===== src/design/srrw_pkg.sv =====
package srrw_pkg;

  localparam int FILE_SIZE_W   = 24;
  localparam int TIMEOUT_W     = 16;
  localparam int TICK_W        = 16;
  localparam int START_W       = 24;
  localparam int LEN_W         = 11;
  localparam int CFG_W         = 24;
  localparam int CFG_IDX_W     = 2;
  localparam int MAX_RES       = 32;

  localparam int WIN_SLOTS_DEF = 32;
  localparam int SEG_BYTES_DEF = 1024;

  localparam int CMD_Q_DEPTH   = 2;
  localparam int RES_Q_DEPTH   = 2;

  localparam logic [TIMEOUT_W-1:0] TIMEOUT_RST = TIMEOUT_W'(500);

  // register indexes
  localparam logic [CFG_IDX_W-1:0] REG_FILE_SIZE = CFG_IDX_W'(0);
  localparam logic [CFG_IDX_W-1:0] REG_TIMEOUT   = CFG_IDX_W'(1);

  // input actions
  localparam logic ACT_TICK    = 1'b0;
  localparam logic ACT_ARRIVAL = 1'b1;

  // result kinds
  localparam logic KIND_REQ     = 1'b0;
  localparam logic KIND_DELIVER = 1'b1;

  typedef struct packed {
    logic               action;
    logic [START_W-1:0] byte_start;
    logic [LEN_W-1:0]   seg_length;
  } in_item_t;

  typedef struct packed {
    logic               kind;
    logic [START_W-1:0] out_start;
    logic [LEN_W-1:0]   out_length;
    logic               last;
    logic               done_res;
  } out_item_t;

  // classified item handed from front to back
  typedef struct packed {
    logic               is_arrival;
    logic               in_file;
    logic [START_W-1:0] byte_start;
    logic [LEN_W-1:0]   seg_length;
  } cmd_t;

endpackage


===== src/design/selective_repeat_receive_window_top.sv =====
// Channel  Ports                        Direction  Moves
// input    in_push / in_full / in_data  in         tick or segment arrival
// result   out_pop / out_empty / out_data out      request or in-order delivery
// config   cfg_we / cfg_idx / cfg_wdata in         file size, timeout
//
// Back end, tick: walks the slots from the base up to the end of the window or file,
// one slot a cycle through the stamp RAM read port while the result queue has room.
// An arrival walks the ring from the base up to the end of the window or file, then
// makes D deliveries through the length RAM.
// rst_n is synchronous, active low; slot stamps and lengths are not cleared.
// A full result queue stalls the back end; the front queue keeps taking requests until it is full.
module selective_repeat_receive_window_top import srrw_pkg::*; #(
  parameter int WINDOW_SLOTS  = WIN_SLOTS_DEF,
  parameter int SEGMENT_BYTES = SEG_BYTES_DEF
) (
  input  logic                 clk,
  input  logic                 rst_n,
  input  logic                 in_push,
  input  in_item_t             in_data,
  output logic                 in_full,
  input  logic                 out_pop,
  output out_item_t            out_data,
  output logic                 out_empty,
  input  logic                 cfg_we,
  input  logic [CFG_IDX_W-1:0] cfg_idx,
  input  logic [CFG_W-1:0]     cfg_wdata
);

  logic [FILE_SIZE_W-1:0] file_size_r;
  logic [TIMEOUT_W-1:0]   timeout_r;
  cmd_t                   cmd;
  logic                   cmd_empty;
  logic                   cmd_pop;
  out_item_t              res;
  logic                   res_push;
  logic                   res_full;

  always_ff @(posedge clk) begin
    if (!rst_n) begin
      file_size_r <= '0;
      timeout_r   <= TIMEOUT_RST;
    end else if (cfg_we) begin
      case (cfg_idx)
        REG_FILE_SIZE: file_size_r <= cfg_wdata[FILE_SIZE_W-1:0];
        REG_TIMEOUT:   timeout_r   <= cfg_wdata[TIMEOUT_W-1:0];
        default: begin
        end
      endcase
    end
  end

  srrw_front u_front (
    .clk       (clk),
    .rst_n     (rst_n),
    .in_push   (in_push),
    .in_data   (in_data),
    .in_full   (in_full),
    .file_size (file_size_r),
    .cmd       (cmd),
    .cmd_empty (cmd_empty),
    .cmd_pop   (cmd_pop)
  );

  srrw_back #(
    .WINDOW_SLOTS  (WINDOW_SLOTS),
    .SEGMENT_BYTES (SEGMENT_BYTES)
  ) u_back (
    .clk           (clk),
    .rst_n         (rst_n),
    .cmd           (cmd),
    .cmd_empty     (cmd_empty),
    .cmd_pop       (cmd_pop),
    .file_size     (file_size_r),
    .timeout_ticks (timeout_r),
    .res           (res),
    .res_push      (res_push),
    .res_full      (res_full)
  );

  srrw_queue #(
    .DW    ($bits(out_item_t)),
    .DEPTH (RES_Q_DEPTH)
  ) u_res_q (
    .clk   (clk),
    .rst_n (rst_n),
    .push  (res_push),
    .din   (res),
    .full  (res_full),
    .pop   (out_pop),
    .dout  (out_data),
    .empty (out_empty)
  );

endmodule


===== src/design/srrw_queue.sv =====
module srrw_queue #(
  parameter int DW    = 8,
  parameter int DEPTH = 2
) (
  input  logic          clk,
  input  logic          rst_n,
  input  logic          push,
  input  logic [DW-1:0] din,
  output logic          full,
  input  logic          pop,
  output logic [DW-1:0] dout,
  output logic          empty
);

  localparam int IW = $clog2(DEPTH);
  localparam int CW = $clog2(DEPTH + 1);
  localparam logic [IW-1:0] PTR_LAST = IW'(DEPTH - 1);
  localparam logic [CW-1:0] CNT_FULL = CW'(DEPTH);

  logic [DW-1:0] mem_r [DEPTH];
  logic [IW-1:0] wr_ptr_r;
  logic [IW-1:0] rd_ptr_r;
  logic [CW-1:0] cnt_r;
  logic          push_ok;
  logic          pop_ok;

  assign full    = (cnt_r == CNT_FULL);
  assign empty   = (cnt_r == '0);
  assign push_ok = push && !full;
  assign pop_ok  = pop && !empty;
  assign dout    = mem_r[rd_ptr_r];

  always_ff @(posedge clk) begin
    if (push_ok) begin
      mem_r[wr_ptr_r] <= din;
    end
  end

  always_ff @(posedge clk) begin
    if (!rst_n) begin
      wr_ptr_r <= '0;
      rd_ptr_r <= '0;
      cnt_r    <= '0;
    end else begin
      if (push_ok) begin
        wr_ptr_r <= (wr_ptr_r == PTR_LAST) ? '0 : wr_ptr_r + 1'b1;
      end
      if (pop_ok) begin
        rd_ptr_r <= (rd_ptr_r == PTR_LAST) ? '0 : rd_ptr_r + 1'b1;
      end
      if (push_ok && !pop_ok) begin
        cnt_r <= cnt_r + 1'b1;
      end else if (pop_ok && !push_ok) begin
        cnt_r <= cnt_r - 1'b1;
      end
    end
  end

endmodule


===== src/design/srrw_front.sv =====
module srrw_front import srrw_pkg::*; (
  input  logic                   clk,
  input  logic                   rst_n,
  input  logic                   in_push,
  input  in_item_t               in_data,
  output logic                   in_full,
  input  logic [FILE_SIZE_W-1:0] file_size,
  output cmd_t                   cmd,
  output logic                   cmd_empty,
  input  logic                   cmd_pop
);

  cmd_t cmd_in;

  // an arrival at or past the end of the file can never match a slot
  always_comb begin
    cmd_in.is_arrival = (in_data.action == ACT_ARRIVAL);
    cmd_in.in_file    = (in_data.byte_start < file_size);
    cmd_in.byte_start = in_data.byte_start;
    cmd_in.seg_length = in_data.seg_length;
  end

  srrw_queue #(
    .DW    ($bits(cmd_t)),
    .DEPTH (CMD_Q_DEPTH)
  ) u_cmd_q (
    .clk   (clk),
    .rst_n (rst_n),
    .push  (in_push),
    .din   (cmd_in),
    .full  (in_full),
    .pop   (cmd_pop),
    .dout  (cmd),
    .empty (cmd_empty)
  );

endmodule


===== src/design/srrw_back.sv =====
module srrw_back import srrw_pkg::*; #(
  parameter int WINDOW_SLOTS  = WIN_SLOTS_DEF,
  parameter int SEGMENT_BYTES = SEG_BYTES_DEF
) (
  input  logic                   clk,
  input  logic                   rst_n,
  input  cmd_t                   cmd,
  input  logic                   cmd_empty,
  output logic                   cmd_pop,
  input  logic [FILE_SIZE_W-1:0] file_size,
  input  logic [TIMEOUT_W-1:0]   timeout_ticks,
  output out_item_t              res,
  output logic                   res_push,
  input  logic                   res_full
);

  localparam int SLOT_W = $clog2(WINDOW_SLOTS);
  localparam int CW     = $clog2(WINDOW_SLOTS + MAX_RES + 1);
  localparam int BYTE_W = FILE_SIZE_W + 1;

  localparam logic [SLOT_W-1:0] SLOT_LAST = SLOT_W'(WINDOW_SLOTS - 1);
  localparam logic [CW-1:0]     W_CNT     = CW'(WINDOW_SLOTS);
  localparam logic [CW-1:0]     W_LAST    = CW'(WINDOW_SLOTS - 1);
  localparam logic [CW-1:0]     MAX_C     = CW'(MAX_RES);
  localparam logic [BYTE_W-1:0] SEG_B     = BYTE_W'(SEGMENT_BYTES);
  localparam logic [LEN_W-1:0]  SEG_L     = LEN_W'(SEGMENT_BYTES);

  typedef enum logic [2:0] {
    ST_IDLE,
    ST_TICK,
    ST_WALK,
    ST_EMIT,
    ST_FINISH
  } state_t;

  state_t              state_r;
  logic [BYTE_W-1:0]   base_byte_r;
  logic [SLOT_W-1:0]   base_slot_r;
  logic [TICK_W-1:0]   now_r;
  logic [WINDOW_SLOTS-1:0] recv_r;
  logic [WINDOW_SLOTS-1:0] reqd_r;

  // issue stage: slot pointer, byte address and count (also the arrival walk)
  logic [SLOT_W-1:0]   a_ptr_r;
  logic [BYTE_W-1:0]   a_addr_r;
  logic [CW-1:0]       a_cnt_r;

  // evaluate stage, lines up with the RAM read data
  logic                b_v_r;
  logic [SLOT_W-1:0]   b_ptr_r;
  logic [BYTE_W-1:0]   b_addr_r;

  logic [CW-1:0]       n_r;
  logic [CW-1:0]       k_r;
  logic                alive_r;
  logic [BYTE_W-1:0]   c_addr_r;
  logic [START_W-1:0]  arr_bs_r;
  logic [LEN_W-1:0]    arr_len_r;
  logic                arr_ok_r;
  logic                item_done_r;

  // one result held back until we know whether it is the last
  logic                hold_v_r;
  logic                hold_kind_r;
  logic [START_W-1:0]  hold_start_r;
  logic [LEN_W-1:0]    hold_len_r;

  logic [TICK_W-1:0]   stamp_mem [WINDOW_SLOTS];
  logic [LEN_W-1:0]    len_mem   [WINDOW_SLOTS];
  logic [TICK_W-1:0]   st_q_r;
  logic [LEN_W-1:0]    ln_q_r;

  logic [BYTE_W-1:0]   fs_ext;
  logic                a_in_file;
  logic                a_go;
  logic [TICK_W-1:0]   age;
  logic                need;
  logic                produce;
  logic                res_ok;
  logic                b_fire;
  logic                a_issue;
  logic [BYTE_W-1:0]   rem;
  logic [LEN_W-1:0]    req_len;
  logic                new_kind;
  logic [START_W-1:0]  new_start;
  logic [LEN_W-1:0]    new_len;
  logic                match;
  logic                extend;
  logic                walk_end;
  logic [BYTE_W-1:0]   c_addr_step;
  logic                fin_push;
  logic [SLOT_W-1:0]   a_ptr_inc;
  logic [SLOT_W-1:0]   base_slot_inc;
  logic                st_we;
  logic                len_we;

  always_comb begin
    fs_ext        = {1'b0, file_size};
    a_in_file     = (a_addr_r < fs_ext);
    a_ptr_inc     = (a_ptr_r == SLOT_LAST) ? '0 : a_ptr_r + 1'b1;
    base_slot_inc = (base_slot_r == SLOT_LAST) ? '0 : base_slot_r + 1'b1;

    a_go = ((state_r == ST_TICK) && (a_cnt_r != W_CNT) && a_in_file) ||
           ((state_r == ST_EMIT) && (a_cnt_r != k_r));

    // wraps like the tick counter
    age  = now_r - st_q_r;
    need = !recv_r[b_ptr_r] && (!reqd_r[b_ptr_r] || (age > timeout_ticks)) &&
           (n_r < MAX_C);

    produce = b_v_r && (((state_r == ST_TICK) && need) || (state_r == ST_EMIT));
    res_ok  = !hold_v_r || !res_full;
    b_fire  = b_v_r && (!produce || res_ok);
    a_issue = a_go && (!b_v_r || b_fire);

    // request length clipped at the end of the file
    rem     = fs_ext - b_addr_r;
    req_len = (rem < SEG_B) ? rem[LEN_W-1:0] : SEG_L;

    if (state_r == ST_EMIT) begin
      new_kind  = KIND_DELIVER;
      new_start = base_byte_r[START_W-1:0];
      new_len   = ln_q_r;
    end else begin
      new_kind  = KIND_REQ;
      new_start = b_addr_r[START_W-1:0];
      new_len   = req_len;
    end

    // arrival walk: mark the matching slot and measure the in-order run
    match       = arr_ok_r && (a_addr_r == {1'b0, arr_bs_r});
    extend      = alive_r && a_in_file && (recv_r[a_ptr_r] || match) && (k_r < MAX_C);
    walk_end    = (a_cnt_r == W_LAST) || !a_in_file;
    c_addr_step = extend ? c_addr_r + SEG_B : c_addr_r;

    fin_push = (state_r == ST_FINISH) && hold_v_r && !res_full;
    res_push = (produce && b_fire && hold_v_r) || fin_push;
    cmd_pop  = (state_r == ST_IDLE) && !cmd_empty;

    st_we  = produce && b_fire && (state_r == ST_TICK);
    len_we = (state_r == ST_WALK) && match;

    res.kind       = hold_kind_r;
    res.out_start  = hold_start_r;
    res.out_length = hold_len_r;
    res.last       = (state_r == ST_FINISH);
    res.done_res   = item_done_r;
  end

  always_ff @(posedge clk) begin
    if (st_we) begin
      stamp_mem[b_ptr_r] <= now_r;
    end
    if (a_issue && (state_r == ST_TICK)) begin
      st_q_r <= stamp_mem[a_ptr_r];
    end
  end

  always_ff @(posedge clk) begin
    if (len_we) begin
      len_mem[a_ptr_r] <= arr_len_r;
    end
    if (a_issue && (state_r == ST_EMIT)) begin
      ln_q_r <= len_mem[a_ptr_r];
    end
  end

  always_ff @(posedge clk) begin
    if (!rst_n) begin
      state_r     <= ST_IDLE;
      base_byte_r <= '0;
      base_slot_r <= '0;
      now_r       <= '0;
      recv_r      <= '0;
      reqd_r      <= '0;
      a_cnt_r     <= '0;
      b_v_r       <= 1'b0;
      n_r         <= '0;
      k_r         <= '0;
      alive_r     <= 1'b0;
      hold_v_r    <= 1'b0;
      item_done_r <= 1'b0;
    end else begin
      if (produce && b_fire) begin
        hold_v_r     <= 1'b1;
        hold_kind_r  <= new_kind;
        hold_start_r <= new_start;
        hold_len_r   <= new_len;
      end else if (fin_push) begin
        hold_v_r <= 1'b0;
      end

      if (a_issue) begin
        b_v_r    <= 1'b1;
        b_ptr_r  <= a_ptr_r;
        b_addr_r <= a_addr_r;
      end else if (b_fire) begin
        b_v_r <= 1'b0;
      end

      if (st_we) begin
        reqd_r[b_ptr_r] <= 1'b1;
        n_r             <= n_r + 1'b1;
      end

      case (state_r)
        ST_IDLE: begin
          if (cmd_pop) begin
            a_ptr_r  <= base_slot_r;
            a_addr_r <= base_byte_r;
            a_cnt_r  <= '0;
            n_r      <= '0;
            k_r      <= '0;
            if (cmd.is_arrival) begin
              arr_bs_r  <= cmd.byte_start;
              arr_len_r <= cmd.seg_length;
              arr_ok_r  <= cmd.in_file;
              alive_r   <= 1'b1;
              c_addr_r  <= base_byte_r;
              state_r   <= ST_WALK;
            end else begin
              now_r       <= now_r + 1'b1;
              item_done_r <= (base_byte_r >= fs_ext);
              state_r     <= ST_TICK;
            end
          end
        end
        ST_WALK: begin
          if (match) begin
            recv_r[a_ptr_r] <= 1'b1;
          end
          if (extend) begin
            k_r <= k_r + 1'b1;
          end else begin
            alive_r <= 1'b0;
          end
          c_addr_r <= c_addr_step;
          if (walk_end) begin
            item_done_r <= (c_addr_step >= fs_ext);
            a_ptr_r     <= base_slot_r;
            a_cnt_r     <= '0;
            state_r     <= ST_EMIT;
          end else begin
            a_ptr_r  <= a_ptr_inc;
            a_addr_r <= a_addr_r + SEG_B;
            a_cnt_r  <= a_cnt_r + 1'b1;
          end
        end
        ST_TICK: begin
          if (a_issue) begin
            a_ptr_r  <= a_ptr_inc;
            a_addr_r <= a_addr_r + SEG_B;
            a_cnt_r  <= a_cnt_r + 1'b1;
          end
          if (!a_go && !b_v_r) begin
            state_r <= ST_FINISH;
          end
        end
        ST_EMIT: begin
          if (a_issue) begin
            a_ptr_r <= a_ptr_inc;
            a_cnt_r <= a_cnt_r + 1'b1;
          end
          // the evaluate stage always delivers the slot at the base
          if (b_fire) begin
            recv_r[base_slot_r] <= 1'b0;
            reqd_r[base_slot_r] <= 1'b0;
            base_slot_r         <= base_slot_inc;
            base_byte_r         <= base_byte_r + SEG_B;
          end
          if (!a_go && !b_v_r) begin
            state_r <= ST_FINISH;
          end
        end
        ST_FINISH: begin
          if (!hold_v_r || !res_full) begin
            state_r <= ST_IDLE;
          end
        end
        default: begin
          state_r <= ST_IDLE;
        end
      endcase
    end
  end

`ifndef ASSERT_OFF
  a_push_room: assert property (@(posedge clk) disable iff (!rst_n)
    res_push |-> !res_full)
    else $error("result pushed into a full queue");

  a_run_bound: assert property (@(posedge clk) disable iff (!rst_n)
    (state_r == ST_WALK) |-> (k_r <= a_cnt_r))
    else $error("in-order run longer than the slots walked");

  a_base_step: assert property (@(posedge clk) disable iff (!rst_n)
    ((state_r == ST_EMIT) && b_fire) |=> (base_byte_r == $past(base_byte_r) + SEG_B))
    else $error("window base did not advance by one segment");

  a_idle_clean: assert property (@(posedge clk) disable iff (!rst_n)
    (state_r == ST_IDLE) |-> (!hold_v_r && !b_v_r))
    else $error("result or slot still in flight while idle");
`endif

endmodule

===== config.mk =====
export PLATFORM = sky130hd
export DESIGN_NAME = selective_repeat_receive_window_top
export DESIGN_NICKNAME = d
export VERILOG_FILES = /design/src/design/srrw_pkg.sv /design/src/design/selective_repeat_receive_window_top.sv /design/src/design/srrw_queue.sv /design/src/design/srrw_front.sv /design/src/design/srrw_back.sv
export SDC_FILE = /design/constraint.sdc
export NUM_CORES = 2
export LEC_CHECK = 0
export BUFFER_PORTS_ARGS = -buffer_cell sky130_fd_sc_hd__buf_2
export CAP_MARGIN = 15
export CORE_MARGIN = 1.5
export CORE_UTILIZATION = 60
export DETAILED_ROUTE_END_ITERATION = 8
export GPL_ROUTABILITY_DRIVEN = 0
export PLACE_DENSITY = 0.76
export SKIP_LAST_GASP = 1
export SYNTH_ARGS = -nofsm -noshare
export SYNTH_HDL_FRONTEND = slang
export SYNTH_SLANG_ARGS = --single-unit

===== constraint.sdc =====
create_clock -name clk -period 16.28 [get_ports clk]
set_input_delay 3.256 -clock clk [delete_from_list [all_inputs] [get_ports clk]]
set_output_delay 3.256 -clock clk [all_outputs]
set_load 0.05 [all_outputs]

# ---- Word level (Yosys, flattened, before mapping)
# Memories as Yosys holds them, arrays and structs flattened. A register that Yosys moved wholly into a read port is not among the register bits.
# Index checks and enable logic that the tools add are counted.
dict set report op_classes {
  addsub 19
  eq_ne 26
  n_reduce_logical 87
  mux 84
  n_bitwise 6
  order_cmp 14
}
# operator n
set op_table {}
lappend op_table {{$mux 32} 6}
lappend op_table {{$mux 25} 6}
lappend op_table {{$add 25x11->25 const B} 3}
lappend op_table {{$pmux 25 s3} 1}
lappend op_table {{$and 32x32->32} 2}
lappend op_table {{$or 32x32->32} 2}
lappend op_table {{$pmux 32 s2} 1}
lappend op_table {{$ge 25x24->1} 2}
lappend op_table {{$pmux 25 s2} 1}
lappend op_table {{$mux 7} 7}
lappend op_table {{$logic_and 1x1->1} 34}
lappend op_table {{$mux 1} 33}
lappend op_table {{$not 32->32} 1}
lappend op_table {{$eq 25x24->1} 1}
lappend op_table {{$lt 25x11->1 const B} 1}
lappend op_table {{$lt 25x24->1} 1}
lappend op_table {{$mux 5} 5}
lappend op_table {{$sub 24x25->25} 1}
lappend op_table {{$lt 24x24->1} 1}
lappend op_table {{$mux 24} 1}
lappend op_table {{$reduce_and 4->1} 6}
lappend op_table {{$mux 11} 2}
lappend op_table {{$add 7x1->7 const B} 3}
lappend op_table {{$pmux 7 s3} 1}
lappend op_table {{other kinds (40)} 114}
dict set report word_totals {
  ram_bits 1014
  mem_count 4
  elab_cells 272
  ff_bits 343
}
# name depth word_bits rd rd_clocked_by_memory_dff wr line
set mem_list {}
lappend mem_list {u_back.stamp_mem 32 16 1 1 1 srrw_back.sv:68} ;# logic [TICK_W-1:0] stamp_mem [WINDOW_SLOTS];
lappend mem_list {u_back.len_mem 32 11 1 1 1 srrw_back.sv:69} ;# logic [LEN_W-1:0] len_mem [WINDOW_SLOTS];
lappend mem_list {u_res_q.mem_r 2 38 1 1 1 srrw_queue.sv:20} ;# logic [DW-1:0] mem_r [DEPTH];
lappend mem_list {u_front.u_cmd_q.mem_r 2 37 1 1 1 srrw_queue.sv:20}

# ---- Logic depth before layout (Yosys ltp)
dict set report depth {
  word_depth 20
  mapped_depth 24
}

# ---- Hierarchy
# A second synthesis with hierarchy kept.
dict set report hier_totals {
  hier_cells 3391
  area_unflattened_um2 55484.5
}
# module seq_area_each_um2 cells_per_inst area_each_um2 n_inst
set modules_own_cells {}
lappend modules_own_cells {srrw_back 32831.5 2862 47387.9 1}
lappend modules_own_cells {{srrw_queue (u_res_q)} 2382.3 143 2971.6 1}
lappend modules_own_cells {{srrw_queue (u_front.u_cmd_q)} 2322.2 140 2900.3 1}
lappend modules_own_cells {selective_repeat_receive_window_top 800.8 167 1630.3 1}
lappend modules_own_cells {srrw_front 0.0 79 594.3 1}

# ---- Worst setup path after synthesis
# OpenSTA, ideal clock, no wires.
dict set report synth_path {
  path_type {input to register}
  startpoint {input port rst_n}
  endpoint {register u_back.arr_bs_r[0] (enable)}
  setup_time_ns 0.474
  path_stages 5
  arrival_ns 6.720
  path_slack_ns 9.086
  cell_sequence {clkbuf_1 > clkinv_1 > clkbuf_1 > buf_1 > nor3_1}
}
dict set report synth_between {
  elab_chain_cells 1
}
# element line
set synth_lines {}
lappend synth_lines {{from (decl)} selective_repeat_receive_window_top.sv:17} ;# input logic rst_n,
lappend synth_lines {{$reduce_and 4->1 (no source line)} n/a}
lappend synth_lines {{to (signal assigned)} srrw_back.sv:215} ;# arr_bs_r <= cmd.byte_start;
lappend synth_lines {{to (decl)} srrw_back.sv:57} ;# logic [START_W-1:0] arr_bs_r;
# Every way passes these cells.
# A chain may end at the register's enable or synchronous reset.

# ---- Worst setup path after layout
dict set report layout_path {
  startpoint {register u_back.now_r[4]}
  endpoint {register u_back.a_addr_r[15] (enable)}
}
dict set report layout_between {
  elab_chain_cells 15
}
# element line
set layout_lines {}
lappend layout_lines {{from (decl)} srrw_back.sv:39} ;# logic [TICK_W-1:0] now_r;
lappend layout_lines {{from (signal assigned)} srrw_back.sv:222} ;# now_r <= now_r + 1'b1;
lappend layout_lines {{$sub 16x16->16} srrw_back.sv:107} ;# age = now_r - st_q_r;
lappend layout_lines {{$gt 16x16->1} srrw_back.sv:108} ;# need = !recv_r[b_ptr_r] && (!reqd_r[b_ptr_r] || (age > timeout_ticks)) &&
lappend layout_lines {{$logic_or 1x1->1} srrw_back.sv:108}
lappend layout_lines {{$logic_and 1x1->1 (2 in a row)} srrw_back.sv:108}
lappend layout_lines {{$logic_and 1x1->1} srrw_back.sv:111} ;# produce = b_v_r && (((state_r == ST_TICK) && need) || (state_r == ST_EMIT));
lappend layout_lines {{$logic_or 1x1->1} srrw_back.sv:111}
lappend layout_lines {{$logic_and 1x1->1} srrw_back.sv:111}
lappend layout_lines {{$logic_not 1->1} srrw_back.sv:113} ;# b_fire = b_v_r && (!produce || res_ok);
lappend layout_lines {{$logic_or 1x1->1} srrw_back.sv:113}
lappend layout_lines {{$logic_and 1x1->1} srrw_back.sv:113}
lappend layout_lines {{$logic_or 1x1->1} srrw_back.sv:114} ;# a_issue = a_go && (!b_v_r || b_fire);
lappend layout_lines {{$logic_and 1x1->1} srrw_back.sv:114}
lappend layout_lines {{$ne 2x1->1 (no source line)} n/a}
lappend layout_lines {{$reduce_and 5->1 (no source line)} n/a}
lappend layout_lines {{to (signal assigned)} srrw_back.sv:210} ;# a_addr_r <= base_byte_r;
lappend layout_lines {{to (signal assigned)} srrw_back.sv:245} ;# a_addr_r <= a_addr_r + SEG_B;
lappend layout_lines {{to (signal assigned)} srrw_back.sv:252} ;# a_addr_r <= a_addr_r + SEG_B;
lappend layout_lines {{to (decl)} srrw_back.sv:45} ;# logic [BYTE_W-1:0] a_addr_r;
# Every way passes these cells.

==> impl_metrics.toml <==
[outcome]
status = "finished clean"

[sta]
slew_headroom_pct = 17.3
layout_worst_path_cycle_share_pct = 44.6
timing.fmax_mhz = 138
final-max-slew-violation-count = 0
tightestPinTransition_ns = 1.24
time_the_worst_path_needs_with_i_o_delays_and_setup_ns = 7.26
setup_viol = 0
timing.setup.tns_ns = 0
finalHoldViolations = 0
fin_worst_skew_ns = 0.0356
grt_setup_unrepaired = "false"

[finish]
post_layout_nonfiller_instances = 4882
fillerInstances = 5610
final_layout_size_suffix_gt1_share_pct = 20.6
final_net_count = 3795
area_growth_pct = 12.4

[floorplanning]
placeableCoreArea_um2 = 90100
floorplan.die.height_um = 305
ios = 107
floorplan.die_area_um2 = 93100
start_util_pct = 60.7
die-width_um = 305
placement_rows = 110

[synth]
synth.ff_latch_count = 1316
complex_gate_fraction_of_the_synthesized_area_pct = 6.02
post_synth_fa_ha_maj_area_fraction_pct = 3.01
synth_simple_gate_area_share_pct = 6.87
synth_enable_flop_cells = 1138
synthXorXnorAreaFrac_pct = 1.55
synth.area.mux_share_pct = 11.6
synth_warnings = 0
post_synth.cell_area_avg_um2 = 16.1
synth_cell_types = 89
ys_async_sr_fraction_pct = 0
synth_top_family_by_area = "multiplexers"
synth-seq-area-share_pct = 68.9
mappedNetlistArea_um2 = 54700
syn-instance-count = 3399
synth-main-ff-cell = "edfxtp_1"

[clock_tree]
clk_transition_reported_paths_ns = 0.06
htree_num_levels = 4
cts_resizes = 0
post_cts_setup_buffer_count = 0
clkSinkCount = 1316
clock_tree_from_tritoncts = "done"
ctsRootBufferMaster = "clkbuf_16"
clock_path_buffers = 3
numCtsBuffers = 132
worstSkewPairLatency_ns = 0.76
post_cts_hold_buffer_count = 0

[run]
number_of_max_cap_violations = 0

[setup_path]
critical_path.startpoint_type = "register"
timing_worst_setup_path_type = "reg2reg"
worstReg2RegStart = "u_back.now_r[4]"
critPathCapture = "u_back.a_addr_r[15]"
worst-endpoint-arrival_ns = 7.64
rr_worst_depth = 17
worst-r2r-setup-slack_ns = 9.02
crit_path_max_fo = 35
critical_path_endpoint_category = "register"
crit_required_ns = 16.66
r2r_end = "u_back.a_addr_r[15]"
source_of_the_critical_timing_path = "u_back.now_r[4]"

[drt]
drc = 0
route.vias.total = 32500
detail-route-antenna-nets = 0
route.top_layer_used = "met5"
drtPass1Iterations = 8
dr_wl_met3_um = 13700
vias_per_cell = 6.67
finalWirelength_um = 140000
route.met2.wl_um = 66900
drtIter0Drc = 4351
wl_per_cell_um = 28.6
wl_met1_um = 52200

[pwr]
p_int_mw = 6.22
power_frac_comb_pct = 18.7
pwr-share-seq_pct = 46.5
switching_power_mw = 2.38
p_sw_share_pct = 27.7
irDropWorstVdd_mv = 0.118
leakage_nw = 20.6
clkPwrFrac_pct = 34.9
power_per_standard_cell_area_nw_per_um2 = 140

[placed_design]
post_placement_cell_count = 4625
dp_hpwl_um = 85500
port-buffer-count = 96

[global_route]
first_global_vias = 32700
grt_antenna_before_repair = 5
grt_pass1_wl_um = 206000
grt_overflow_total = 0
pin_count_of_the_biggest_net_entering_global_routing = 152
gr-usage-all-layers_pct = 30.1

[worst_hold_path]
hold-path-cell-count = 0
hold_class = "reg2reg"
[area by class of cell]
type | count | area, um2 | share of cell area [%]
diodes | 2 | 5.00 | 0.00813
repair buffers | 210 | 1600 | 2.60
clock inverters | 64 | 613 | 0.996
flip-flops and latches | 1316 | 37700 | 61.3
clock buffers | 177 | 3660 | 5.94
well taps | 1176 | 1470 | 2.39
inverters | 116 | 438 | 0.712
multi-input cells | 1821 | 16000 | 26.0
[power groups by stage]
| stage | combinational [mW] | clock (mW) | sequential [mW] |
|---|---|---|---|
| 2_1_floorplan | 1.13 | 0 | 3.97 |
| 3_3_place_gp | 1.50 | 0 | 4.06 |
| 3_5_place_dp | 1.54 | 0 | 4.07 |
| 4_1_cts | 1.57 | 3.03 | 4.00 |
| 5_1_grt | 1.70 | 3.15 | 4.00 |
| 6_report | 1.61 | 3.00 | 4.00 |
[state kept, by name, indices dropped and copies added (netlist names), 16 cells and up, named ones only]
signal                 cells
u_front.u_cmd_q.mem_r     74
u_back.st_q_r             16
u_back.arr_bs_r           24
file_size_r               24
u_back.reqd_r             32
u_back.stamp_mem         512
u_back.now_r              16
u_res_q.mem_r             56
u_back.recv_r             32
timeout_r                 16
u_back.len_mem           352
[layer usage]
metal	vias to the layer above	GRT usage, %
li1	13700	-
met1	16400	40.0
met2	2066	48.1
met3	392	6.35
met4	2	14.1
met5	-	0
[worst min path at each step]
stage	startpoint	endpoint	slack (ns)
detailed placement	u_back.hold_start_r[12]	u_res_q.mem_r[1][25]	0.43
global route	u_back.hold_start_r[16]	u_res_q.mem_r[1][29]	0.45
finish	u_back.hold_start_r[19]	u_res_q.mem_r[1][32]	0.45
global placement	u_back.hold_start_r[10]	u_res_q.mem_r[0][23]	0.42
floorplan	u_back.reqd_r[10]	u_back.reqd_r[10]	0.42
CTS	u_back.hold_start_r[12]	u_res_q.mem_r[1][25]	0.44
[cell families (layout without fill, tap and decap cells)]
kind of cell | after synthesis | after routing
compound gates | 488 | 488
simple gates | 760 | 760
fa+ha+maj | 131 | 131
buf+inv | 271 | 567
xor+xnor | 97 | 97
mux | 335 | 335
other cells | 1 | 12
flops | 1316 | 1316
[cells in the mapped netlist, types with 24 or more instances]
| cell | number | area share, % |
|---|---|---|
| clkbuf_1 | 91 | 0.62 |
| nand2b_1 | 37 | 0.42 |
| a22oi_1 | 109 | 1.5 |
| mux2_2 | 80 | 1.6 |
| inv_1 | 114 | 0.78 |
| and3_1 | 34 | 0.39 |
| nand3_1 | 51 | 0.47 |
| nor2_1 | 235 | 1.6 |
| xor2_1 | 55 | 0.88 |
| a21o_1 | 24 | 0.33 |
| mux4_2 | 231 | 9.5 |
| mux2i_1 | 24 | 0.44 |
| buf_1 | 25 | 0.17 |
| nand4_1 | 63 | 0.72 |
| nand2_1 | 199 | 1.4 |
| ha_1 | 130 | 3.0 |
| o21a_1 | 45 | 0.62 |
| edfxtp_1 | 1138 | 62 |
| a21oi_1 | 105 | 0.96 |
| dfxtp_1 | 178 | 6.5 |
| o21ai_0 | 92 | 0.84 |
| xnor2_1 | 42 | 0.67 |
[critical path, cell delays in order, from the launching register on]
cell and delay (ns):
dfxtp_1 1.05, ha_1 0.44, or2_2 0.29, a21oi_1 0.14, a31oi_1 0.08, a2111oi_0 0.59, or3_1 0.23, nand4_1 0.09
a21oi_1 0.19, xnor2_1 0.09, ha_1 0.30, nand4_1 0.12, or2_1 0.27, or4_1 0.58, a21oi_2 0.48, o21ai_0 0.34
a311oi_4 0.99, o211a_1 0.62
[metrics by stage]
| step | util, % | hold slack (ns) | setup slack (ns) | area (um2) | total power, mW |
|---|---|---|---|---|---|
| floorplan | - | 0.420 | 9.09 | 54800 | 5.10 |
| global placement | 63.1 | 0.424 | 9.30 | 56900 | 5.56 |
| detailed placement | 63.1 | 0.431 | 9.13 | 56900 | 5.62 |
| CTS | 67.9 | 0.445 | 9.09 | 61200 | 8.60 |
| global route | 68.3 | 0.452 | 8.55 | 61500 | 8.86 |
| finish | 68.3 | 0.446 | 9.02 | 61500 | 8.60 |
[cell usage in the layout (no fill, tap or decap), types with 11 or more instances in the layout]
cell type,instances
buf_2,96
inv_1,114
nor4_1,15
nor2_1,232
nand2_1,199
o21a_1,45
xor2_1,55
mux2i_1,24
nand3b_1,14
xnor2_1,42
o21ai_0,92
a21o_1,24
dfxtp_1,177
clkbuf_1,31
edfxtp_1,1138
clkbuf_16,136
nand2b_1,37
a21oi_1,105
mux2_2,80
clkinv_1,18
ha_1,130
clkinv_2,24
buf_16,11
nor3_1,17
buf_4,98
nand4_1,63
mux4_2,231
nand3_1,51
and3_1,33
a22oi_1,109
or3_1,16
o211ai_1,14
No activity file was read; power rests on OpenSTA's default activity.
